--- config.mk ---
export PLATFORM = sky130hd
export DESIGN_NAME = priority_ready_list_scheduler
export DESIGN_NICKNAME = d
export VERILOG_FILES = /design/src/rtl/prls_pkg.sv /design/src/rtl/priority_ready_list_scheduler.sv /design/src/rtl/prls_ram.sv /design/src/rtl/prls_ctrl.sv
export SDC_FILE = /design/constraint.sdc
export NUM_CORES = 1
export LEC_CHECK = 0
export BUFFER_PORTS_ARGS = -buffer_cell sky130_fd_sc_hd__buf_2
export CAP_MARGIN = 20
export CORE_MARGIN = 5
export CORE_UTILIZATION = 60
export CTS_CLUSTER_SIZE = 25
export DETAILED_ROUTE_END_ITERATION = 16
export PLACE_DENSITY = 0.77
export SYNTH_ARGS = -nofsm -noshare
export SYNTH_HDL_FRONTEND = slang
export SYNTH_SLANG_ARGS = --single-unit
export TNS_END_PERCENT = 100
--- constraint.sdc ---
create_clock -name clk_i -period 2.9 [get_ports clk_i]
set_input_delay 0.145 -clock clk_i [delete_from_list [all_inputs] [get_ports clk_i]]
set_output_delay 0.145 -clock clk_i [all_outputs]
set_load 0.03 [all_outputs]
--- src/rtl/prls_pkg.sv ---
// shared types and constants of the priority ready list scheduler
// no dependencies; used by prls_ctrl and priority_ready_list_scheduler
`timescale 1ns / 1ps

package prls_pkg;

  // fixed field widths
  localparam int ID_W      = 4;
  localparam int OP_W      = 2;
  localparam int PRIO_IN_W = 8;
  localparam int CNT_OUT_W = 5;
  localparam int CFG_W     = 4;
  localparam int CFG_IDX_W = 1;

  // operation codes
  localparam logic [OP_W-1:0] OP_INSERT = 2'd0;
  localparam logic [OP_W-1:0] OP_REMOVE = 2'd1;
  localparam logic [OP_W-1:0] OP_SWITCH = 2'd2;

  // configuration register indexes
  localparam logic [CFG_IDX_W-1:0] CFG_PREEMPT = 1'b0;
  localparam logic [CFG_IDX_W-1:0] CFG_IDLE    = 1'b1;

  // configuration seen by the sequencer
  typedef struct packed {
    logic            preempt;
    logic [ID_W-1:0] idle;
  } cfg_t;

  // one input word
  typedef struct packed {
    logic [OP_W-1:0]      op;
    logic [ID_W-1:0]      tid;
    logic [PRIO_IN_W-1:0] prio;
    logic                 ready;
    logic                 locked;
  } cmd_t;

  // one result word
  typedef struct packed {
    logic [ID_W-1:0]      top;
    logic [ID_W-1:0]      running;
    logic [CNT_OUT_W-1:0] count;
    logic                 req;
    logic                 refused;
    logic                 full;
  } res_t;

endpackage

--- src/rtl/priority_ready_list_scheduler.sv ---
// top level of the priority ready list scheduler: configuration, handshakes
// depends on prls_pkg, prls_ram and prls_ctrl
`timescale 1ns / 1ps

// channel   handshake                 payload
// config    cfg_we_i                  cfg_idx_i, cfg_wdata_i
// input     in_valid_i / in_stall_o   op_i, thread_id_i, priority_req_i,
//                                     still_ready_i, sched_locked_i
// output    out_valid_o / out_stall_i top_thread_o, running_thread_o,
//                                     active_count_o, switch_required_o,
//                                     switch_refused_o, list_full_o
//
// one word at a time; the list lives in one ram with a single read port, and
// each scan or shift steps one entry a cycle. a remove scans the list once, an
// insert scans it and may then shift the tail, a switch removes, then inserts.
// reset empties the list at once (entry count to zero), no clearing pass.
// a new word is taken while a result waits; it finishes once the result moves.

module priority_ready_list_scheduler #(
  parameter int MAX_THREADS = 16,
  parameter int PRIO_BITS   = 8
) (
  input  logic                              clk_i,
  input  logic                              rst_ni,
  input  logic                              cfg_we_i,
  input  logic [prls_pkg::CFG_IDX_W-1:0]    cfg_idx_i,
  input  logic [prls_pkg::CFG_W-1:0]        cfg_wdata_i,
  input  logic                              in_valid_i,
  output logic                              in_stall_o,
  input  logic [prls_pkg::OP_W-1:0]         op_i,
  input  logic [prls_pkg::ID_W-1:0]         thread_id_i,
  input  logic [prls_pkg::PRIO_IN_W-1:0]    priority_req_i,
  input  logic                              still_ready_i,
  input  logic                              sched_locked_i,
  output logic                              out_valid_o,
  input  logic                              out_stall_i,
  output logic [prls_pkg::ID_W-1:0]         top_thread_o,
  output logic [prls_pkg::ID_W-1:0]         running_thread_o,
  output logic [prls_pkg::CNT_OUT_W-1:0]    active_count_o,
  output logic                              switch_required_o,
  output logic                              switch_refused_o,
  output logic                              list_full_o
);

  localparam int IW = $clog2(MAX_THREADS);
  localparam int EW = prls_pkg::ID_W + PRIO_BITS;

  logic                         preempt_q;
  logic [prls_pkg::ID_W-1:0]    idle_q;
  prls_pkg::cfg_t               cfg;
  prls_pkg::cmd_t               cmd;
  prls_pkg::res_t               res;
  prls_pkg::res_t               res_q;
  logic                         out_valid_q;
  logic                         busy;
  logic                         start;
  logic                         done;
  logic                         res_ready;
  logic                         ram_we;
  logic [IW-1:0]                ram_waddr;
  logic [EW-1:0]                ram_wdata;
  logic [IW-1:0]                ram_raddr;
  logic [EW-1:0]                ram_rdata;

  // configuration registers
  always_ff @(posedge clk_i or negedge rst_ni) begin
    if (!rst_ni) begin
      preempt_q <= 1'b1;
      idle_q    <= '0;
    end else if (cfg_we_i) begin
      unique case (cfg_idx_i)
        prls_pkg::CFG_PREEMPT: preempt_q <= cfg_wdata_i[0];
        prls_pkg::CFG_IDLE:    idle_q    <= cfg_wdata_i;
        default: ;
      endcase
    end
  end

  assign cfg.preempt = preempt_q;
  assign cfg.idle    = idle_q;

  // input handshake
  assign in_stall_o = busy;
  assign start      = in_valid_i && !busy;
  assign cmd.op     = op_i;
  assign cmd.tid    = thread_id_i;
  assign cmd.prio   = priority_req_i;
  assign cmd.ready  = still_ready_i;
  assign cmd.locked = sched_locked_i;

  // output register takes a result once the previous word has left
  assign res_ready = !out_valid_q || !out_stall_i;

  always_ff @(posedge clk_i or negedge rst_ni) begin
    if (!rst_ni) begin
      out_valid_q <= 1'b0;
    end else if (done) begin
      out_valid_q <= 1'b1;
    end else if (!out_stall_i) begin
      out_valid_q <= 1'b0;
    end
  end

  always_ff @(posedge clk_i) begin
    if (done) begin
      res_q <= res;
    end
  end

  assign out_valid_o       = out_valid_q;
  assign top_thread_o      = res_q.top;
  assign running_thread_o  = res_q.running;
  assign active_count_o    = res_q.count;
  assign switch_required_o = res_q.req;
  assign switch_refused_o  = res_q.refused;
  assign list_full_o       = res_q.full;

  // list storage: {id, priority} per entry
  prls_ram #(
    .WIDTH (EW),
    .DEPTH (MAX_THREADS)
  ) u_list_ram (
    .clk_i   (clk_i),
    .we_i    (ram_we),
    .waddr_i (ram_waddr),
    .wdata_i (ram_wdata),
    .raddr_i (ram_raddr),
    .rdata_o (ram_rdata)
  );

  // list sequencer
  prls_ctrl #(
    .MAX_THREADS (MAX_THREADS),
    .PRIO_BITS   (PRIO_BITS)
  ) u_ctrl (
    .clk_i       (clk_i),
    .rst_ni      (rst_ni),
    .cfg_i       (cfg),
    .start_i     (start),
    .cmd_i       (cmd),
    .busy_o      (busy),
    .res_ready_i (res_ready),
    .done_o      (done),
    .res_o       (res),
    .ram_we_o    (ram_we),
    .ram_waddr_o (ram_waddr),
    .ram_wdata_o (ram_wdata),
    .ram_raddr_o (ram_raddr),
    .ram_rdata_i (ram_rdata)
  );

endmodule

--- src/rtl/prls_ram.sv ---
// generic single-port-write, single-port-read ram with registered read
// no dependencies
`timescale 1ns / 1ps

module prls_ram #(
  parameter int WIDTH = 12,
  parameter int DEPTH = 16
) (
  input  logic                     clk_i,
  input  logic                     we_i,
  input  logic [$clog2(DEPTH)-1:0] waddr_i,
  input  logic [WIDTH-1:0]         wdata_i,
  input  logic [$clog2(DEPTH)-1:0] raddr_i,
  output logic [WIDTH-1:0]         rdata_o
);

  logic [WIDTH-1:0] mem_q [DEPTH];

  // write port
  always_ff @(posedge clk_i) begin
    if (we_i) begin
      mem_q[waddr_i] <= wdata_i;
    end
  end

  // registered read port
  always_ff @(posedge clk_i) begin
    rdata_o <= mem_q[raddr_i];
  end

endmodule

--- src/rtl/prls_ctrl.sv ---
// sequencer of the ready list: scans, shifts and writes the list ram
// depends on prls_pkg; drives one prls_ram instance in the top level
`timescale 1ns / 1ps

module prls_ctrl #(
  parameter int MAX_THREADS = 16,
  parameter int PRIO_BITS   = 8
) (
  input  logic                                clk_i,
  input  logic                                rst_ni,
  input  prls_pkg::cfg_t                      cfg_i,
  input  logic                                start_i,
  input  prls_pkg::cmd_t                      cmd_i,
  output logic                                busy_o,
  input  logic                                res_ready_i,
  output logic                                done_o,
  output prls_pkg::res_t                      res_o,
  output logic                                ram_we_o,
  output logic [$clog2(MAX_THREADS)-1:0]      ram_waddr_o,
  output logic [prls_pkg::ID_W+PRIO_BITS-1:0] ram_wdata_o,
  output logic [$clog2(MAX_THREADS)-1:0]      ram_raddr_o,
  input  logic [prls_pkg::ID_W+PRIO_BITS-1:0] ram_rdata_i
);

  localparam int IW = $clog2(MAX_THREADS);
  localparam int CW = $clog2(MAX_THREADS + 1);
  localparam int PW = PRIO_BITS;
  localparam int DW = prls_pkg::ID_W;

  localparam logic [2:0] ST_IDLE  = 3'd0;
  localparam logic [2:0] ST_REM   = 3'd1;
  localparam logic [2:0] ST_INS   = 3'd2;
  localparam logic [2:0] ST_SHIFT = 3'd3;
  localparam logic [2:0] ST_PUT   = 3'd4;
  localparam logic [2:0] ST_SWEND = 3'd5;
  localparam logic [2:0] ST_DONE  = 3'd6;

  logic [2:0]    state_q, state_d;
  logic          ready_q, ready_d;
  logic          sw_q, sw_d;
  logic [DW-1:0] key_id_q, key_id_d;
  logic [PW-1:0] key_prio_q, key_prio_d;
  logic [CW-1:0] rd_idx_q, rd_idx_d;
  logic [CW-1:0] proc_idx_q, proc_idx_d;
  logic          pend_q, pend_d;
  logic          hit_q, hit_d;
  logic          pos_found_q, pos_found_d;
  logic [CW-1:0] pos_q, pos_d;
  logic [CW-1:0] count_q, count_d;
  logic [DW-1:0] head_id_q, head_id_d;
  logic [PW-1:0] head_prio_q, head_prio_d;
  logic [DW-1:0] run_id_q, run_id_d;
  logic [PW-1:0] run_prio_q, run_prio_d;
  logic          refused_q, refused_d;
  logic          full_q, full_d;

  logic [15:0]   prio_wide;
  logic [PW-1:0] prio_in;
  logic [DW-1:0] rd_id;
  logic [PW-1:0] rd_prio;
  logic [CW-1:0] proc_prev;
  logic [CW-1:0] rd_prev;
  logic          scan_end;
  logic [2:0]    after_ins;
  logic [7:0]    cnt_wide;

  // request priority cut or widened to the list width
  assign prio_wide = 16'(cmd_i.prio);
  assign prio_in   = prio_wide[PW-1:0];

  // fields of the entry just read
  assign rd_id   = ram_rdata_i[PW +: DW];
  assign rd_prio = ram_rdata_i[PW-1:0];

  assign proc_prev = proc_idx_q - CW'(1);
  assign rd_prev   = rd_idx_q - CW'(1);
  assign scan_end  = !pend_q && (rd_idx_q >= count_q);
  assign after_ins = sw_q ? ST_SWEND : ST_DONE;

  // sequencer
  always_comb begin
    state_d     = state_q;
    ready_d     = ready_q;
    sw_d        = sw_q;
    key_id_d    = key_id_q;
    key_prio_d  = key_prio_q;
    rd_idx_d    = rd_idx_q;
    proc_idx_d  = proc_idx_q;
    pend_d      = pend_q;
    hit_d       = hit_q;
    pos_found_d = pos_found_q;
    pos_d       = pos_q;
    count_d     = count_q;
    head_id_d   = head_id_q;
    head_prio_d = head_prio_q;
    run_id_d    = run_id_q;
    run_prio_d  = run_prio_q;
    refused_d   = refused_q;
    full_d      = full_q;
    ram_we_o    = 1'b0;
    ram_waddr_o = '0;
    ram_wdata_o = '0;
    ram_raddr_o = rd_idx_q[IW-1:0];
    done_o      = 1'b0;

    unique case (state_q)
      ST_IDLE: begin
        if (start_i) begin
          ready_d     = cmd_i.ready;
          sw_d        = 1'b0;
          refused_d   = 1'b0;
          full_d      = 1'b0;
          rd_idx_d    = '0;
          pend_d      = 1'b0;
          hit_d       = 1'b0;
          pos_found_d = 1'b0;
          pos_d       = count_q;
          key_id_d    = cmd_i.tid;
          key_prio_d  = prio_in;
          unique case (cmd_i.op)
            prls_pkg::OP_INSERT: state_d = ST_INS;
            prls_pkg::OP_REMOVE: begin
              state_d = (cmd_i.tid == cfg_i.idle) ? ST_DONE : ST_REM;
            end
            prls_pkg::OP_SWITCH: begin
              if (cmd_i.locked) begin
                refused_d = 1'b1;
                state_d   = ST_DONE;
              end else begin
                sw_d       = 1'b1;
                key_id_d   = run_id_q;
                key_prio_d = run_prio_q;
                if (run_id_q == cfg_i.idle) begin
                  state_d = cmd_i.ready ? ST_INS : ST_SWEND;
                end else begin
                  state_d = ST_REM;
                end
              end
            end
            default: state_d = ST_DONE;
          endcase
        end
      end

      // locate and close the gap in one pass
      ST_REM: begin
        if (pend_q) begin
          if (hit_q) begin
            ram_we_o    = 1'b1;
            ram_waddr_o = proc_prev[IW-1:0];
            ram_wdata_o = ram_rdata_i;
            if (proc_prev == '0) begin
              head_id_d   = rd_id;
              head_prio_d = rd_prio;
            end
          end else if (rd_id == key_id_q) begin
            hit_d = 1'b1;
          end
        end
        if (rd_idx_q < count_q) begin
          proc_idx_d = rd_idx_q;
          rd_idx_d   = rd_idx_q + CW'(1);
          pend_d     = 1'b1;
        end else begin
          pend_d = 1'b0;
        end
        if (scan_end) begin
          if (hit_q) begin
            count_d = count_q - CW'(1);
          end
          pos_d       = hit_q ? count_q - CW'(1) : count_q;
          rd_idx_d    = '0;
          pend_d      = 1'b0;
          hit_d       = 1'b0;
          pos_found_d = 1'b0;
          if (sw_q && ready_q) begin
            state_d = ST_INS;
          end else begin
            state_d = after_ins;
          end
        end
      end

      // look for a duplicate and the insert position
      ST_INS: begin
        if (pend_q) begin
          if (rd_id == key_id_q) begin
            hit_d = 1'b1;
          end
          if (!pos_found_q && (key_prio_q > rd_prio)) begin
            pos_found_d = 1'b1;
            pos_d       = proc_idx_q;
          end
        end
        if (rd_idx_q < count_q) begin
          proc_idx_d = rd_idx_q;
          rd_idx_d   = rd_idx_q + CW'(1);
          pend_d     = 1'b1;
        end else begin
          pend_d = 1'b0;
        end
        if (scan_end) begin
          pend_d = 1'b0;
          if (hit_q) begin
            state_d = after_ins;
          end else if (count_q == CW'(MAX_THREADS)) begin
            full_d  = 1'b1;
            state_d = after_ins;
          end else begin
            rd_idx_d = count_q;
            state_d  = ST_SHIFT;
          end
        end
      end

      // move the tail up by one, top entry first
      ST_SHIFT: begin
        ram_raddr_o = rd_prev[IW-1:0];
        if (pend_q) begin
          ram_we_o    = 1'b1;
          ram_waddr_o = proc_idx_q[IW-1:0];
          ram_wdata_o = ram_rdata_i;
        end
        if (rd_idx_q > pos_q) begin
          proc_idx_d = rd_idx_q;
          rd_idx_d   = rd_prev;
          pend_d     = 1'b1;
        end else begin
          pend_d = 1'b0;
        end
        if (!pend_q && (rd_idx_q <= pos_q)) begin
          state_d = ST_PUT;
        end
      end

      // write the new entry into the gap
      ST_PUT: begin
        ram_we_o    = 1'b1;
        ram_waddr_o = pos_q[IW-1:0];
        ram_wdata_o = {key_id_q, key_prio_q};
        if (pos_q == '0) begin
          head_id_d   = key_id_q;
          head_prio_d = key_prio_q;
        end
        count_d = count_q + CW'(1);
        if (key_id_q == run_id_q) begin
          run_prio_d = key_prio_q;
        end
        state_d = after_ins;
      end

      // head of the list, if there is one, becomes the running thread
      ST_SWEND: begin
        if (count_q != '0) begin
          run_id_d   = head_id_q;
          run_prio_d = head_prio_q;
        end
        state_d = ST_DONE;
      end

      ST_DONE: begin
        if (res_ready_i) begin
          done_o  = 1'b1;
          state_d = ST_IDLE;
        end
      end

      default: state_d = ST_IDLE;
    endcase
  end

  // state registers
  always_ff @(posedge clk_i or negedge rst_ni) begin
    if (!rst_ni) begin
      state_q     <= ST_IDLE;
      pend_q      <= 1'b0;
      count_q     <= '0;
      run_id_q    <= '0;
      run_prio_q  <= '0;
    end else begin
      state_q     <= state_d;
      pend_q      <= pend_d;
      count_q     <= count_d;
      run_id_q    <= run_id_d;
      run_prio_q  <= run_prio_d;
    end
  end

  // working registers
  always_ff @(posedge clk_i) begin
    ready_q     <= ready_d;
    sw_q        <= sw_d;
    key_id_q    <= key_id_d;
    key_prio_q  <= key_prio_d;
    rd_idx_q    <= rd_idx_d;
    proc_idx_q  <= proc_idx_d;
    hit_q       <= hit_d;
    pos_found_q <= pos_found_d;
    pos_q       <= pos_d;
    head_id_q   <= head_id_d;
    head_prio_q <= head_prio_d;
    refused_q   <= refused_d;
    full_q      <= full_d;
  end

  // result word
  assign cnt_wide      = 8'(count_q);
  assign busy_o        = (state_q != ST_IDLE);
  assign res_o.top     = (count_q != '0) ? head_id_q : '0;
  assign res_o.running = run_id_q;
  assign res_o.count   = cnt_wide[prls_pkg::CNT_OUT_W-1:0];
  assign res_o.req     = (cfg_i.preempt || (run_id_q == cfg_i.idle)) && (count_q > CW'(1));
  assign res_o.refused = refused_q;
  assign res_o.full    = full_q;

endmodule
==> summary.md <==
| Metric | Value |
|---|---|
| Crit. End Element | flip-flop |
| Final period util | 91.62% |
| Total negative slack | 0 ns |
| Final net count | 1067 |
| Final wirelength | 27710 um |
| Pre-CTS setup slack | 0.2527 ns |
| Post-CTS Setup Inserts | 0 |
| Initial antenna violation count | 0 |
| Hold path depth | 3 |
| Required time worst endpoint | 3.33 ns |
| Top Ports | 44 |
| Synth warn | 0 |
| Final min period | 2.657 ns |
| Fmax | 376.3 MHz |
| Ant. Diodes | 0 |
| Initial DRC Count | 608 |
| Slew margin rel. | 51.41% |
| Largest area contributor in the netlist | edfxtp_1 |
| Gr ovfl total | 0 |
| Post-synthesis sequential area ratio | 65.08% |
| Area growth syn-to-layout | 16.57% |
| Sw frac | 34.65% |
| Core area | 0.02162 sq mm |
| Syn_area_per_cell | 14.60 sq um |
| H-tree level count | 1 |
| Worst-path fanout max | 7 |
| Share of cells above drive strength 1 | 19.79% |
| RSZ-0062 raised after global routing | no |
| Row Count | 54 |
| Die height | 157.7 um |
| Clk pwr share | 23.2% |
| Largest net degree at the start of global routing | 31 |
| Worst r2r path cells | 8 |
| Max Clock Skew | 0.02338 ns |
| Post-DP HPWL | 18430 um |
| Die width | 157.7 um |
| Worst-Skew Late Latency | 0.56 ns |
| Final Util | 70.54% |
| GPL Wtd Cong | 0.9393 |
| Clk slew on worst S/H paths | 0.06 ns |
| R2R setup slack | 0.24 ns |
| Hold EP | idle_q[0] |
| Root Buffer | clkbuf_16 |
| Clock sink total | 292 |
| TritonRoute pass-1 iters | 7 |
| Top cell type's share of synthesized area | 58.07% |
| PwrDens | 1103 mW/mm^2 |
| Synthesized Nets | 949 |
| WP data arrival | 3.08 ns |
| Worst setup margin | 0.2429 ns |
| Comb power frac | 39.3% |
| Via density | 5.975 |
| Placed instance count | 1242 |
| Wirelength per Cell | 21.06 um |
| Post-synth EDFFs | 253 |
| Die ar. | 0.02486 sq mm |
| Pin slew with the least headroom to its limit | 0.7223 ns |
| Flop pwr share | 37.5% |
| Library cells used by synthesis | 64 |
| Startpoint type of the worst setup path | flip-flop |
| Drt drc | 0 |
| Max Cap Viol | 0 |
| Pleak | 5.841 nW |
| Cell Area, Synth | 0.01308 sq mm |
| P_int | 0.01099 W |
| Finished Layout Cells | 1316 |
| First-pass GRT wire length | 43010 um |
| Net switching power | 0.005829 W |
| Top cells by area, synth | edfxtp_1 (58%), mux2i_1 (9.0%), dfrtp_1 (5.0%) |
| GRT Overall Usage | 22.50% |
| # setup viols final | 0 |
| Number of global-route vias before repair | 7865 |
| Vias post-DR | 7863 |
| Hold Path Class | in -> reg |
| Number of CTS-inserted buffers | 28 |
| Hold WS | 0.06582 ns |
| Final Max Tran Viols | 0 |
| Cells after Synth | 896 |
| Peak supply drop | 0.6678 mV |
| Worst r2r dst | u_ctrl.state_q[0] |
| Post-synth top flop | edfxtp_1 |
| Hold Path Origin | cfg_we_i |
| Antenna Nets Post-Route | 0 |
| Number of port buffers | 43 |
| RR Startpoint | u_ctrl.count_q[1] |
| Kind of critical path | reg -> reg |
| Final hold vios | 0 |
| Clock Path Buffers | 3 |
| TritonCTS clock tree | done |
| Async S/R FF share, synth | 9.247% |
| Status | finished clean |
| Initial core utilization | 60.52% |
| Yosys reg bits | 292 |
timing repair:
item	in CTS	in global routing
hold buffers	22	0
hold endpoints to repair	47	0
gates resized for setup	0	1
endpoints found under the setup margin	0	5
stage by stage:
step	total power, W	instance area, sq um
finish	0.01682	15250
global route	0.01773	15250
CTS	0.01685	15250
detailed placement	0.01287	14000
global placement	0.01270	14000
floorplan	0.01088	13080
power groups by stage:
stage	registers (W)	clock network (W)	logic (W)
after floorplan	0.00629	0	0.00459
after global placement	0.00635	0	0.00636
after detailed placement	0.00637	0	0.00651
after CTS	0.00629	0.00397	0.00659
after global routing	0.00637	0.00416	0.00720
final	0.00631	0.00391	0.00661
worst max-delay path, stage by stage (launching register included):
cell and delay, ns:
dfrtp_1 0.47, inv_1 0.18, ha_1 0.35, nand2_1 0.05
o21ai_0 0.22, a21oi_1 0.15, a221oi_1 0.44, o21ai_0 0.31
mux2_1 0.37
kinds of logic (layout without fill, tap and decap cells):
| logic type | Yosys count | after routing | share of synthesized area (%) |
|---|---|---|---|
| xor+xnor | 29 | 29 | 1.999 |
| flops | 292 | 292 | 65.08 |
| mux | 164 | 164 | 14.97 |
| simple gates | 210 | 210 | 7.584 |
| buf+inv | 64 | 204 | 2.391 |
| compound gates | 110 | 110 | 5.403 |
| fa+ha+maj | 27 | 27 | 2.582 |
flip-flops by register name, summed over array words and instances, names as in the netlist, 3 cells and up:
register            cells
u_list_ram.mem_q      192
u_list_ram.rdata_o     12
u_ctrl.head_prio_q      8
u_ctrl.key_prio_q       8
u_ctrl.run_prio_q       8
active_count_o          5
u_ctrl.count_q          5
u_ctrl.pos_q            5
u_ctrl.proc_idx_q       5
u_ctrl.rd_idx_q         5
idle_q                  4
running_thread_o        4
top_thread_o            4
u_ctrl.head_id_q        4
u_ctrl.key_id_q         4
u_ctrl.run_id_q         4
u_ctrl.state_q          3
cells in the mapped netlist (all sizes together) (4+ instances only):
cell    count
o221ai      6
nand3      10
nor2       43
edfxtp    253
dfxtp      12
nor4        4
mux2       23
xnor2      16
o21ai      40
nand2b      6
mux4       23
clkbuf     19
nand4       8
buf        18
a21oi      20
nor2b      15
inv        27
xor2       13
mux2i     118
ha         27
a21o        5
nor3       10
and3        5
and2        5
o211ai      4
dfrtp      26
nand2      91
cell usage in the layout, fill, tap and decap left out, drive strengths merged, types with 6 or more instances in the layout:
cell type / instances
edfxtp: 253
mux2i: 118
buf: 103
nand2: 91
nor2: 43
clkbuf: 41
o21ai: 40
ha: 27
inv: 27
dfrtp: 26
mux4: 23
mux2: 23
dlygate4sd3: 22
a21oi: 20
xnor2: 16
nor2b: 15
xor2: 13
dfxtp: 12
nand3: 10
nor3: 10
nand4: 8
nand2b: 6
o221ai: 6
how the worst max path moves through the flow:
stage	from	to	slack, ns
finish	u_ctrl.count_q[1]	u_ctrl.state_q[0]	0.24
global route	u_ctrl.count_q[1]	u_ctrl.state_q[0]	0.08
CTS	u_ctrl.count_q[1]	u_ctrl.proc_idx_q[2]	0.22
detailed placement	u_ctrl.count_q[1]	u_ctrl.proc_idx_q[3]	0.25
global placement	u_ctrl.count_q[1]	u_ctrl.proc_idx_q[1]	0.29
floorplan	u_ctrl.state_q[1]	u_list_ram.mem_q[5][0]	0.29
area by class of cell:
type,instances,area (sq um)
flip-flops and latches,292,8514
fillers,1429,6369
multi-input cells,540,4297
repair buffers,125,960.9
clock buffers,41,840.8
well taps,280,350.3
clock inverters,11,187.7
inverters,27,101.3
metal layers:
metal / wire length (um) / global-route usage [%]
met4: 605 / 6.227
met3: 1740 / 3.253
met1: 11500 / 30.59
met2: 13870 / 38.43
met5: 0 / 0
(Power assumes the default switching activity.)
